`src/hw/rtl/bra_pkg.sv`:
```
package bra_pkg;

    localparam int MAX_ITEMS  = 1024;
    localparam int WORD_BITS  = 64;
    localparam int MAP_WORDS  = (MAX_ITEMS + WORD_BITS - 1) / WORD_BITS;
    localparam int WIDX_W     = (MAP_WORDS > 1) ? $clog2(MAP_WORDS) : 1;
    localparam int BIDX_W     = $clog2(WORD_BITS);
    localparam int IDX_W      = $clog2(MAX_ITEMS);
    localparam int CNT_W      = $clog2(MAX_ITEMS + 1);
    localparam int POP_W      = $clog2(WORD_BITS + 1);
    localparam int GROUPS     = WORD_BITS / 8;

    localparam int VAL_W      = 64;
    localparam int SIZE_W     = 32;
    localparam int LEN_W      = 11;
    localparam int ICNT_W     = 11;
    localparam int SUM_W      = ((CNT_W > LEN_W) ? CNT_W : LEN_W) + 1;
    localparam int PROD_W     = CNT_W + SIZE_W;
    localparam int DCNT_W     = $clog2(VAL_W);
    localparam int IN_DATA_W  = ((LEN_W + VAL_W + 7) / 8) * 8;
    localparam int CFG_IDX_W  = 2;

    typedef enum logic {
        OP_ALLOC = 1'b0,
        OP_FREE  = 1'b1
    } t_op;

    typedef enum logic [CFG_IDX_W-1:0] {
        CFG_BASE_VALUE = 2'd0,
        CFG_ITEM_SIZE  = 2'd1,
        CFG_ITEM_COUNT = 2'd2,
        CFG_UNUSED     = 2'd3
    } t_cfg_idx;

    // Bits of map word w whose item position lies in [lo, hi).
    function automatic logic [WORD_BITS-1:0] range_mask(
        input logic [WIDX_W-1:0] w,
        input logic [CNT_W-1:0]  lo,
        input logic [CNT_W-1:0]  hi
    );
        logic [WORD_BITS-1:0] m;
        logic [CNT_W-1:0]     pos;
        m = '0;
        for (int j = 0; j < WORD_BITS; j++) begin
            pos  = CNT_W'({w, BIDX_W'(j)});
            m[j] = (pos >= lo) && (pos < hi);
        end
        return m;
    endfunction

    function automatic logic [POP_W-1:0] popcount(input logic [WORD_BITS-1:0] v);
        logic [3:0]       part [GROUPS];
        logic [POP_W-1:0] total;
        total = '0;
        for (int g = 0; g < GROUPS; g++) begin
            part[g] = '0;
            for (int b = 0; b < 8; b++) begin
                part[g] = part[g] + 4'(v[g*8+b]);
            end
        end
        for (int g = 0; g < GROUPS; g++) begin
            total = total + POP_W'(part[g]);
        end
        return total;
    endfunction

endpackage

```
`src/hw/rtl/bitmap_range_allocator.sv`:
```
// Allocate: a count sweep over the 16 map words, a check, a mark sweep over the 16 words, the
// output load. Free: a bit-serial divide over 64 quotient bits, a setup step, a clear sweep over
// the 16 words, the output load. Zero-length requests and allocates with an item count of zero
// go straight to the load; an allocate short of free items or a free past the map skips marking.
// A new request can be accepted in the cycle after its result is registered; a stalled output delays that.
// Reset (synchronous, active low) clears the map at once and sets base 0, size 1, count 0.
module bitmap_range_allocator (
    input  logic                            i_clk,
    input  logic                            i_rst_n,
    input  logic                            i_cfg_valid,
    output logic                            o_cfg_ready,
    input  logic [bra_pkg::CFG_IDX_W-1:0]   i_cfg_index,
    input  logic [bra_pkg::VAL_W-1:0]       i_cfg_data,
    input  logic                            s_axis_tvalid,
    output logic                            s_axis_tready,
    // run_length [10:0], start_value [74:11], zero fill [79:75]
    input  logic [bra_pkg::IN_DATA_W-1:0]   s_axis_tdata,
    // operation [0]
    input  logic                            s_axis_tuser,
    output logic                            m_axis_tvalid,
    input  logic                            m_axis_tready,
    // address [63:0]
    output logic [bra_pkg::VAL_W-1:0]       m_axis_tdata,
    // ok [0]
    output logic                            m_axis_tuser
);

    typedef enum logic [2:0] {
        ST_IDLE,
        ST_COUNT,
        ST_CHECK,
        ST_DIVIDE,
        ST_SETUP,
        ST_MARK,
        ST_DONE
    } t_state;

    t_state                          r_state;
    logic [bra_pkg::VAL_W-1:0]       r_base;
    logic [bra_pkg::SIZE_W-1:0]      r_size;
    logic [bra_pkg::ICNT_W-1:0]      r_count;
    logic [bra_pkg::WORD_BITS-1:0]   r_map [bra_pkg::MAP_WORDS];

    bra_pkg::t_op                    r_op;
    logic [bra_pkg::LEN_W-1:0]       r_len;
    logic [bra_pkg::CNT_W-1:0]       r_used;
    logic [bra_pkg::CNT_W-1:0]       r_lo;
    logic [bra_pkg::CNT_W-1:0]       r_hi;
    logic [bra_pkg::WIDX_W-1:0]      r_word;
    logic [bra_pkg::VAL_W-1:0]       r_quo;
    logic [bra_pkg::SIZE_W-1:0]      r_rem;
    logic [bra_pkg::DCNT_W-1:0]      r_dcnt;
    logic [bra_pkg::PROD_W-1:0]      r_prod;
    logic                            r_ok;
    logic [bra_pkg::VAL_W-1:0]       r_addr;
    logic                            r_out_vld;
    logic                            r_out_ok;
    logic [bra_pkg::VAL_W-1:0]       r_out_addr;

    logic [bra_pkg::SIZE_W-1:0]      eff_size;
    logic [bra_pkg::CNT_W-1:0]       n_items;
    logic [bra_pkg::WORD_BITS-1:0]   word_mask;
    logic [bra_pkg::WORD_BITS-1:0]   cur_word;
    logic [bra_pkg::SIZE_W+1:0]      trial;
    logic [bra_pkg::SUM_W-1:0]       free_end;
    logic [bra_pkg::SUM_W-1:0]       alloc_end;
    logic                            accept;
    logic                            out_free;
    bra_pkg::t_op                    in_op;
    logic [bra_pkg::LEN_W-1:0]       in_len;
    logic [bra_pkg::VAL_W-1:0]       in_start;
    logic [bra_pkg::WORD_BITS-1:0]   n_word;

    assign in_op    = bra_pkg::t_op'(s_axis_tuser);
    assign in_len   = s_axis_tdata[bra_pkg::LEN_W-1:0];
    assign in_start = s_axis_tdata[bra_pkg::LEN_W +: bra_pkg::VAL_W];

    assign o_cfg_ready   = 1'b1;
    assign s_axis_tready = (r_state == ST_IDLE);
    assign accept        = s_axis_tvalid && s_axis_tready;
    assign out_free      = !r_out_vld || m_axis_tready;
    assign m_axis_tvalid = r_out_vld;
    assign m_axis_tdata  = r_out_addr;
    assign m_axis_tuser  = r_out_ok;

    assign eff_size = (r_size == '0) ? bra_pkg::SIZE_W'(1) : r_size;
    assign n_items  = (r_count > bra_pkg::ICNT_W'(bra_pkg::MAX_ITEMS))
                    ? bra_pkg::CNT_W'(bra_pkg::MAX_ITEMS) : bra_pkg::CNT_W'(r_count);

    // Shared per-word unit: range mask, used in both the count and the mark sweeps.
    assign cur_word  = r_map[r_word];
    assign word_mask = bra_pkg::range_mask(r_word, r_lo, r_hi);
    assign n_word    = (r_op == bra_pkg::OP_ALLOC) ? (cur_word | word_mask)
                                                   : (cur_word & ~word_mask);

    assign trial     = {1'b0, r_rem, r_quo[bra_pkg::VAL_W-1]} - {2'b00, eff_size};
    assign free_end  = bra_pkg::SUM_W'(r_quo[bra_pkg::IDX_W-1:0]) + bra_pkg::SUM_W'(r_len);
    assign alloc_end = bra_pkg::SUM_W'(r_used) + bra_pkg::SUM_W'(r_len);

    always_ff @(posedge i_clk) begin
        if (!i_rst_n) begin
            for (int w = 0; w < bra_pkg::MAP_WORDS; w++) begin
                r_map[w] <= '0;
            end
        end else if (r_state == ST_MARK) begin
            r_map[r_word] <= n_word;
        end
    end

    always_ff @(posedge i_clk) begin
        if (!i_rst_n) begin
            r_state   <= ST_IDLE;
            r_base    <= '0;
            r_size    <= bra_pkg::SIZE_W'(1);
            r_count   <= '0;
            r_out_vld <= 1'b0;
        end else begin
            if (i_cfg_valid) begin
                unique case (bra_pkg::t_cfg_idx'(i_cfg_index))
                    bra_pkg::CFG_BASE_VALUE: r_base  <= i_cfg_data;
                    bra_pkg::CFG_ITEM_SIZE:  r_size  <= i_cfg_data[bra_pkg::SIZE_W-1:0];
                    bra_pkg::CFG_ITEM_COUNT: r_count <= i_cfg_data[bra_pkg::ICNT_W-1:0];
                    default: ;
                endcase
            end

            if (r_out_vld && m_axis_tready && (r_state != ST_DONE)) begin
                r_out_vld <= 1'b0;
            end

            unique case (r_state)
                ST_IDLE: begin
                    if (accept) begin
                        r_op   <= in_op;
                        r_len  <= in_len;
                        r_word <= '0;
                        r_ok   <= 1'b0;
                        r_addr <= '0;
                        if (in_op == bra_pkg::OP_ALLOC) begin
                            if (n_items == '0) begin
                                r_state <= ST_DONE;
                            end else if (in_len == '0) begin
                                r_ok    <= 1'b1;
                                r_addr  <= r_base;
                                r_state <= ST_DONE;
                            end else begin
                                r_lo    <= '0;
                                r_hi    <= n_items;
                                r_used  <= '0;
                                r_state <= ST_COUNT;
                            end
                        end else begin
                            if (in_len == '0) begin
                                r_state <= ST_DONE;
                            end else begin
                                r_quo   <= in_start - r_base;
                                r_rem   <= '0;
                                r_dcnt  <= '0;
                                r_state <= ST_DIVIDE;
                            end
                        end
                    end
                end
                ST_COUNT: begin
                    r_used <= r_used + bra_pkg::CNT_W'(bra_pkg::popcount(cur_word & word_mask));
                    r_word <= r_word + 1'b1;
                    if (r_word == bra_pkg::WIDX_W'(bra_pkg::MAP_WORDS - 1)) begin
                        r_state <= ST_CHECK;
                    end
                end
                ST_CHECK: begin
                    if (bra_pkg::SUM_W'(n_items - r_used) >= bra_pkg::SUM_W'(r_len)) begin
                        r_lo    <= r_used;
                        r_hi    <= bra_pkg::CNT_W'(alloc_end);
                        r_prod  <= bra_pkg::PROD_W'(r_used) * bra_pkg::PROD_W'(eff_size);
                        r_word  <= '0;
                        r_state <= ST_MARK;
                    end else begin
                        r_state <= ST_DONE;
                    end
                end
                ST_DIVIDE: begin
                    if (!trial[bra_pkg::SIZE_W+1]) begin
                        r_rem <= trial[bra_pkg::SIZE_W-1:0];
                        r_quo <= {r_quo[bra_pkg::VAL_W-2:0], 1'b1};
                    end else begin
                        r_rem <= {r_rem[bra_pkg::SIZE_W-2:0], r_quo[bra_pkg::VAL_W-1]};
                        r_quo <= {r_quo[bra_pkg::VAL_W-2:0], 1'b0};
                    end
                    r_dcnt <= r_dcnt + 1'b1;
                    if (r_dcnt == bra_pkg::DCNT_W'(bra_pkg::VAL_W - 1)) begin
                        r_state <= ST_SETUP;
                    end
                end
                ST_SETUP: begin
                    r_ok <= 1'b1;
                    if (r_quo[bra_pkg::VAL_W-1:bra_pkg::IDX_W] != '0) begin
                        r_state <= ST_DONE;
                    end else begin
                        r_lo <= bra_pkg::CNT_W'(r_quo[bra_pkg::IDX_W-1:0]);
                        r_hi <= (free_end > bra_pkg::SUM_W'(bra_pkg::MAX_ITEMS))
                              ? bra_pkg::CNT_W'(bra_pkg::MAX_ITEMS)
                              : bra_pkg::CNT_W'(free_end);
                        r_word  <= '0;
                        r_state <= ST_MARK;
                    end
                end
                ST_MARK: begin
                    r_word <= r_word + 1'b1;
                    if (r_word == bra_pkg::WIDX_W'(bra_pkg::MAP_WORDS - 1)) begin
                        if (r_op == bra_pkg::OP_ALLOC) begin
                            r_ok   <= 1'b1;
                            r_addr <= r_base + bra_pkg::VAL_W'(r_prod);
                        end
                        r_state <= ST_DONE;
                    end
                end
                ST_DONE: begin
                    if (out_free) begin
                        r_out_vld  <= 1'b1;
                        r_out_ok   <= r_ok;
                        r_out_addr <= r_addr;
                        r_state    <= ST_IDLE;
                    end
                end
                default: r_state <= ST_IDLE;
            endcase
        end
    end

    a_busy_after_accept: assert property (@(posedge i_clk) disable iff (!i_rst_n)
        accept |=> !s_axis_tready)
        else $error("block still ready after accepting a word");

    a_fail_zero_addr: assert property (@(posedge i_clk) disable iff (!i_rst_n)
        (r_state == ST_DONE) && !r_ok |-> (r_addr == '0))
        else $error("failed request carries a nonzero address");

    a_mark_range: assert property (@(posedge i_clk) disable iff (!i_rst_n)
        (r_state == ST_MARK) |-> (r_lo <= r_hi) &&
                                 (r_hi <= bra_pkg::CNT_W'(bra_pkg::MAX_ITEMS)))
        else $error("mark range outside the map");

    a_alloc_within_count: assert property (@(posedge i_clk) disable iff (!i_rst_n)
        (r_state == ST_MARK) && (r_op == bra_pkg::OP_ALLOC) |-> (r_hi <= n_items))
        else $error("allocation runs past the item count");

    a_result_held: assert property (@(posedge i_clk) disable iff (!i_rst_n)
        (r_state == ST_DONE) && !out_free |=> (r_state == ST_DONE) && $stable(r_addr))
        else $error("pending result lost while output stalled");

endmodule
```
`config.mk`:
```
export PLATFORM = sky130hd
export DESIGN_NAME = bitmap_range_allocator
export DESIGN_NICKNAME = d
export VERILOG_FILES = /design/src/hw/rtl/bra_pkg.sv /design/src/hw/rtl/bitmap_range_allocator.sv
export SDC_FILE = /design/constraint.sdc
export NUM_CORES = 2
export LEC_CHECK = 0
export BUFFER_PORTS_ARGS = -buffer_cell sky130_fd_sc_hd__buf_2
export CORE_MARGIN = 1.5
export CORE_UTILIZATION = 40
export CTS_CLUSTER_DIAMETER = 200
export CTS_CLUSTER_SIZE = 16
export DETAILED_ROUTE_END_ITERATION = 8
export PLACE_DENSITY = 0.56
export SLEW_MARGIN = 20
export SYNTH_ARGS = -nofsm -noshare
export SYNTH_HDL_FRONTEND = slang
export SYNTH_SLANG_ARGS = --single-unit
```
`constraint.sdc`:
```
create_clock -name i_clk -period 30.7 [get_ports i_clk]
set_clock_uncertainty 0.2 [all_clocks]
set_input_delay 7.675 -clock i_clk [delete_from_list [all_inputs] [get_ports i_clk]]
set_output_delay 7.675 -clock i_clk [all_outputs]
set_load 0.03 [all_outputs]
```
==> flow_summary.yaml <==
clock_tree:
  cts_setup_buffers: 0
  cts_hold_buffers: 0
  clkSlewWorstSetupHoldPaths_ns: 0.08
  cts_sinks: 1463
  cts_buffer_depth: 3
  cts_made_buffers: 101
  cts_root_buffer: "clkbuf_16"
  clock_latency_ns: 0.77
  htreeDepth: 3
  cts_tree: "done"
  cts_resized: 0
timing:
  min_period_ns: 11.40
  whs_ns: 0.193
  final_max_slew_viol_count: 0
  rsz0062_at_grt: "no"
  fin_setup_tns_ns: 0
  finalWorstSetupSlack_ns: 19.30
  finalCritPeriodShare_pct: 37.1
  max_freq_mhz: 87.7
  setup_viol: 0
  slew_headroom_pct: 18.1
  worst_pin_slew_ns: 1.23
  hold_viol: 0
routing:
  routed_wl_mm: 271
  drt-initial-drc-count: 6521
  vias: 57789
  viasPerCell: 5.76
  wire_per_inst_um: 27.0
  route.detailed.drc: 0
  dr.pass1.iters: 7
  ant_nets: 0
grt:
  grt_pass1_wl_mm: 393
  grt_overflow_total: 0
  grt_max_degree: 109
  antenna_found_initial: 12
  first_global_vias: 57334
  grt.total_usage_pct: 25.3
setup_path:
  critPathRequiredTime_ns: 30.88
  critPathKind: "input port to register"
  r2r_cells: 33
  r2r_slack_ns: 19.64
  timing.rr.start: "r_word[2]"
  worstPathArrival_ns: 11.58
  critPathLaunch: "i_rst_n"
  timing.rr.end: "r_used[10]"
  crit_fanout: 46
  critical_path.endpoint: "r_map[7][19]"
  cp-end-kind: "register"
  start_kind: "input port"
yosys:
  synthAdderAreaFrac_pct: 12.4
  yosysSeqAreaShare_pct: 51.0
  synth_xor_area_share_pct: 1.91
  avgSynthCellArea_um2: 11.6
  ys_ff_latch: 1463
  synth_top_family_by_area: "simple AND/OR/NAND/NOR gates"
  synth-compound-area-share_pct: 7.63
  synth_edf_count: 1348
  netlist_area_mm2: 0.0838
  async_reset_ff_share_pct: 0
  ys_types: 94
  synth_flop_cell: "edfxtp_1"
  synth_nets: 8024
  synth_simple_gate_area_share_pct: 12.9
  syn_inst: 7238
  yosysWarnings: 0
  synth.area.mux_share_pct: 9.78
cells_and_area:
  seqCellArea_mm2: 0.0428
  synthToLayoutAreaGrowth_pct: 8.22
  final_cells: 10030
  nFillCells: 19406
  nets: 7994
  multi_input_area_mm2: 0.0380
  drive_gt1_share_pct: 12.5
placed_design:
  place_inst: 9893
  portBuffers: 213
  dpl.hpwl_mm: 178
  gp_congestion: 0.953
  dp_slack_ns: 18.52
die:
  io_pins: 220
  start_util_pct: 40.4
  fp-row-count: 167
  die_area_mm2: 0.212
  fp.dieW_um: 461
  core_mm2: 0.208
  chipHeight_um: 461
worst_hold_path:
  hold_path.class: "register to register"
power_and_ir_drop:
  p_leak_nw: 33.7
  p_per_area_mw_per_mm2: 82.3
  ir_drop_mv: 0.243
status:
  outcome: "finished clean"
flow_run:
  cap_violations: 0
## cells by family (layout without fill, tap and decap cells)
kind of cell,Yosys count,count (layout)
compound gates,1013,1013
flops,1463,1463
other cells,1,7
mux,419,419
buf+inv,917,915
fa+ha+maj,634,634
xor+xnor,183,183
simple gates,2608,2608
## worst max-delay path: stages
cell and delay [ns]:
buf_2 0.08, buf_4 0.54, inv_4 0.43, nor2_1 0.33
and3_1 0.46, nand2_4 0.42, nand2_4 0.55, buf_4 0.85
## synthesized netlist by cell type, types with 41 or more instances
| cell type | count | area share [%] |
|---|---|---|
| dfxtp_1 | 115 | 2.7 |
| o21ai_0 | 178 | 1.1 |
| nand2_1 | 742 | 3.3 |
| fa_1 | 331 | 7.9 |
| nor2_1 | 1401 | 6.3 |
| nor3_1 | 66 | 0.39 |
| and2_1 | 47 | 0.35 |
| mux4_2 | 320 | 8.6 |
| buf_2 | 95 | 0.57 |
| edfxtp_1 | 1348 | 48 |
| nand3_1 | 95 | 0.57 |
| inv_1 | 451 | 2.0 |
| nor4_1 | 41 | 0.31 |
| nand4_1 | 44 | 0.33 |
| clkbuf_1 | 337 | 1.5 |
| xnor2_1 | 122 | 1.3 |
| a21o_1 | 101 | 0.90 |
| a211oi_1 | 45 | 0.40 |
| a21oi_1 | 384 | 2.3 |
| xor2_1 | 61 | 0.64 |
| ha_1 | 303 | 4.5 |
| mux2i_1 | 95 | 1.1 |
## how the worst min path moves through the flow
| stage | slack [ns] | to | startpoint | depth (start not counted) |
|---|---|---|---|---|
| floorplan | 0.20 | m_axis_tdata[0] | r_addr[0] | 0 |
| detailed placement | 0.20 | m_axis_tdata[18] | r_addr[18] | 0 |
| global placement | 0.20 | m_axis_tdata[40] | r_addr[40] | 0 |
| global route | 0.21 | m_axis_tdata[37] | r_addr[37] | 0 |
| finish | 0.19 | m_axis_tdata[37] | r_addr[37] | 0 |
| CTS | 0.21 | m_axis_tdata[37] | r_addr[37] | 0 |
## metal layers
metal  global-route usage [%]  vias up  share of wire [%]
met5                        0        -                  0
met2                     42.1     2479                 48
met4                     9.49        0                4.1
met1                     33.5    29401                 41
li1                         -    25456                  -
met3                     3.63      453                7.3
## layout make-up
class | instances | share of cell area [%]
Timing Repair Buffer | 327 | 2.15
Clock buffer | 124 | 2.88
Sequential cell | 1463 | 47.2
Tap cell | 2788 | 3.84
Clock inverter | 7 | 0.172
Antenna cell | 6 | 0.0165
Inverter | 457 | 1.89
Multi-Input combinational cell | 4858 | 41.9
## placed cells by master (no fill, tap or decap), types with 122 or more instances in the layout
| cell | instances |
|---|---|
| nor2_1 | 1397 |
| fa_1 | 331 |
| mux4_2 | 320 |
| o21ai_0 | 178 |
| edfxtp_1 | 1348 |
| ha_1 | 303 |
| xnor2_1 | 122 |
| inv_1 | 451 |
| buf_2 | 213 |
| a21oi_1 | 376 |
| nand2_1 | 711 |
## registers in the layout (all words and copies together), names as in the netlist, 32 cells and up, named ones only
register / cells
r_base: 64
r_prod: 43
m_axis_tdata: 64
r_size: 32
r_addr: 64
r_quo: 64
r_map: 1024
r_rem: 32
## through the flow
step | power [mW] | instance area, um2 | util, %
after floorplan | 5.09 | 83800 | -
after global placement | 6.13 | 87700 | 42.2
after detailed placement | 6.18 | 87900 | 42.3
after CTS | 7.50 | 90700 | 43.7
after global routing | 7.94 | 90700 | 43.7
final | 7.47 | 90700 | 43.7
## where the power goes
part           internal [mW]  switching, mW
Sequential              2.36          0.142
Combinational           1.39           2.27
Clock                  0.600          0.707
Total                   4.35           3.12
Note: power is estimated with default switching activity, not from simulation.
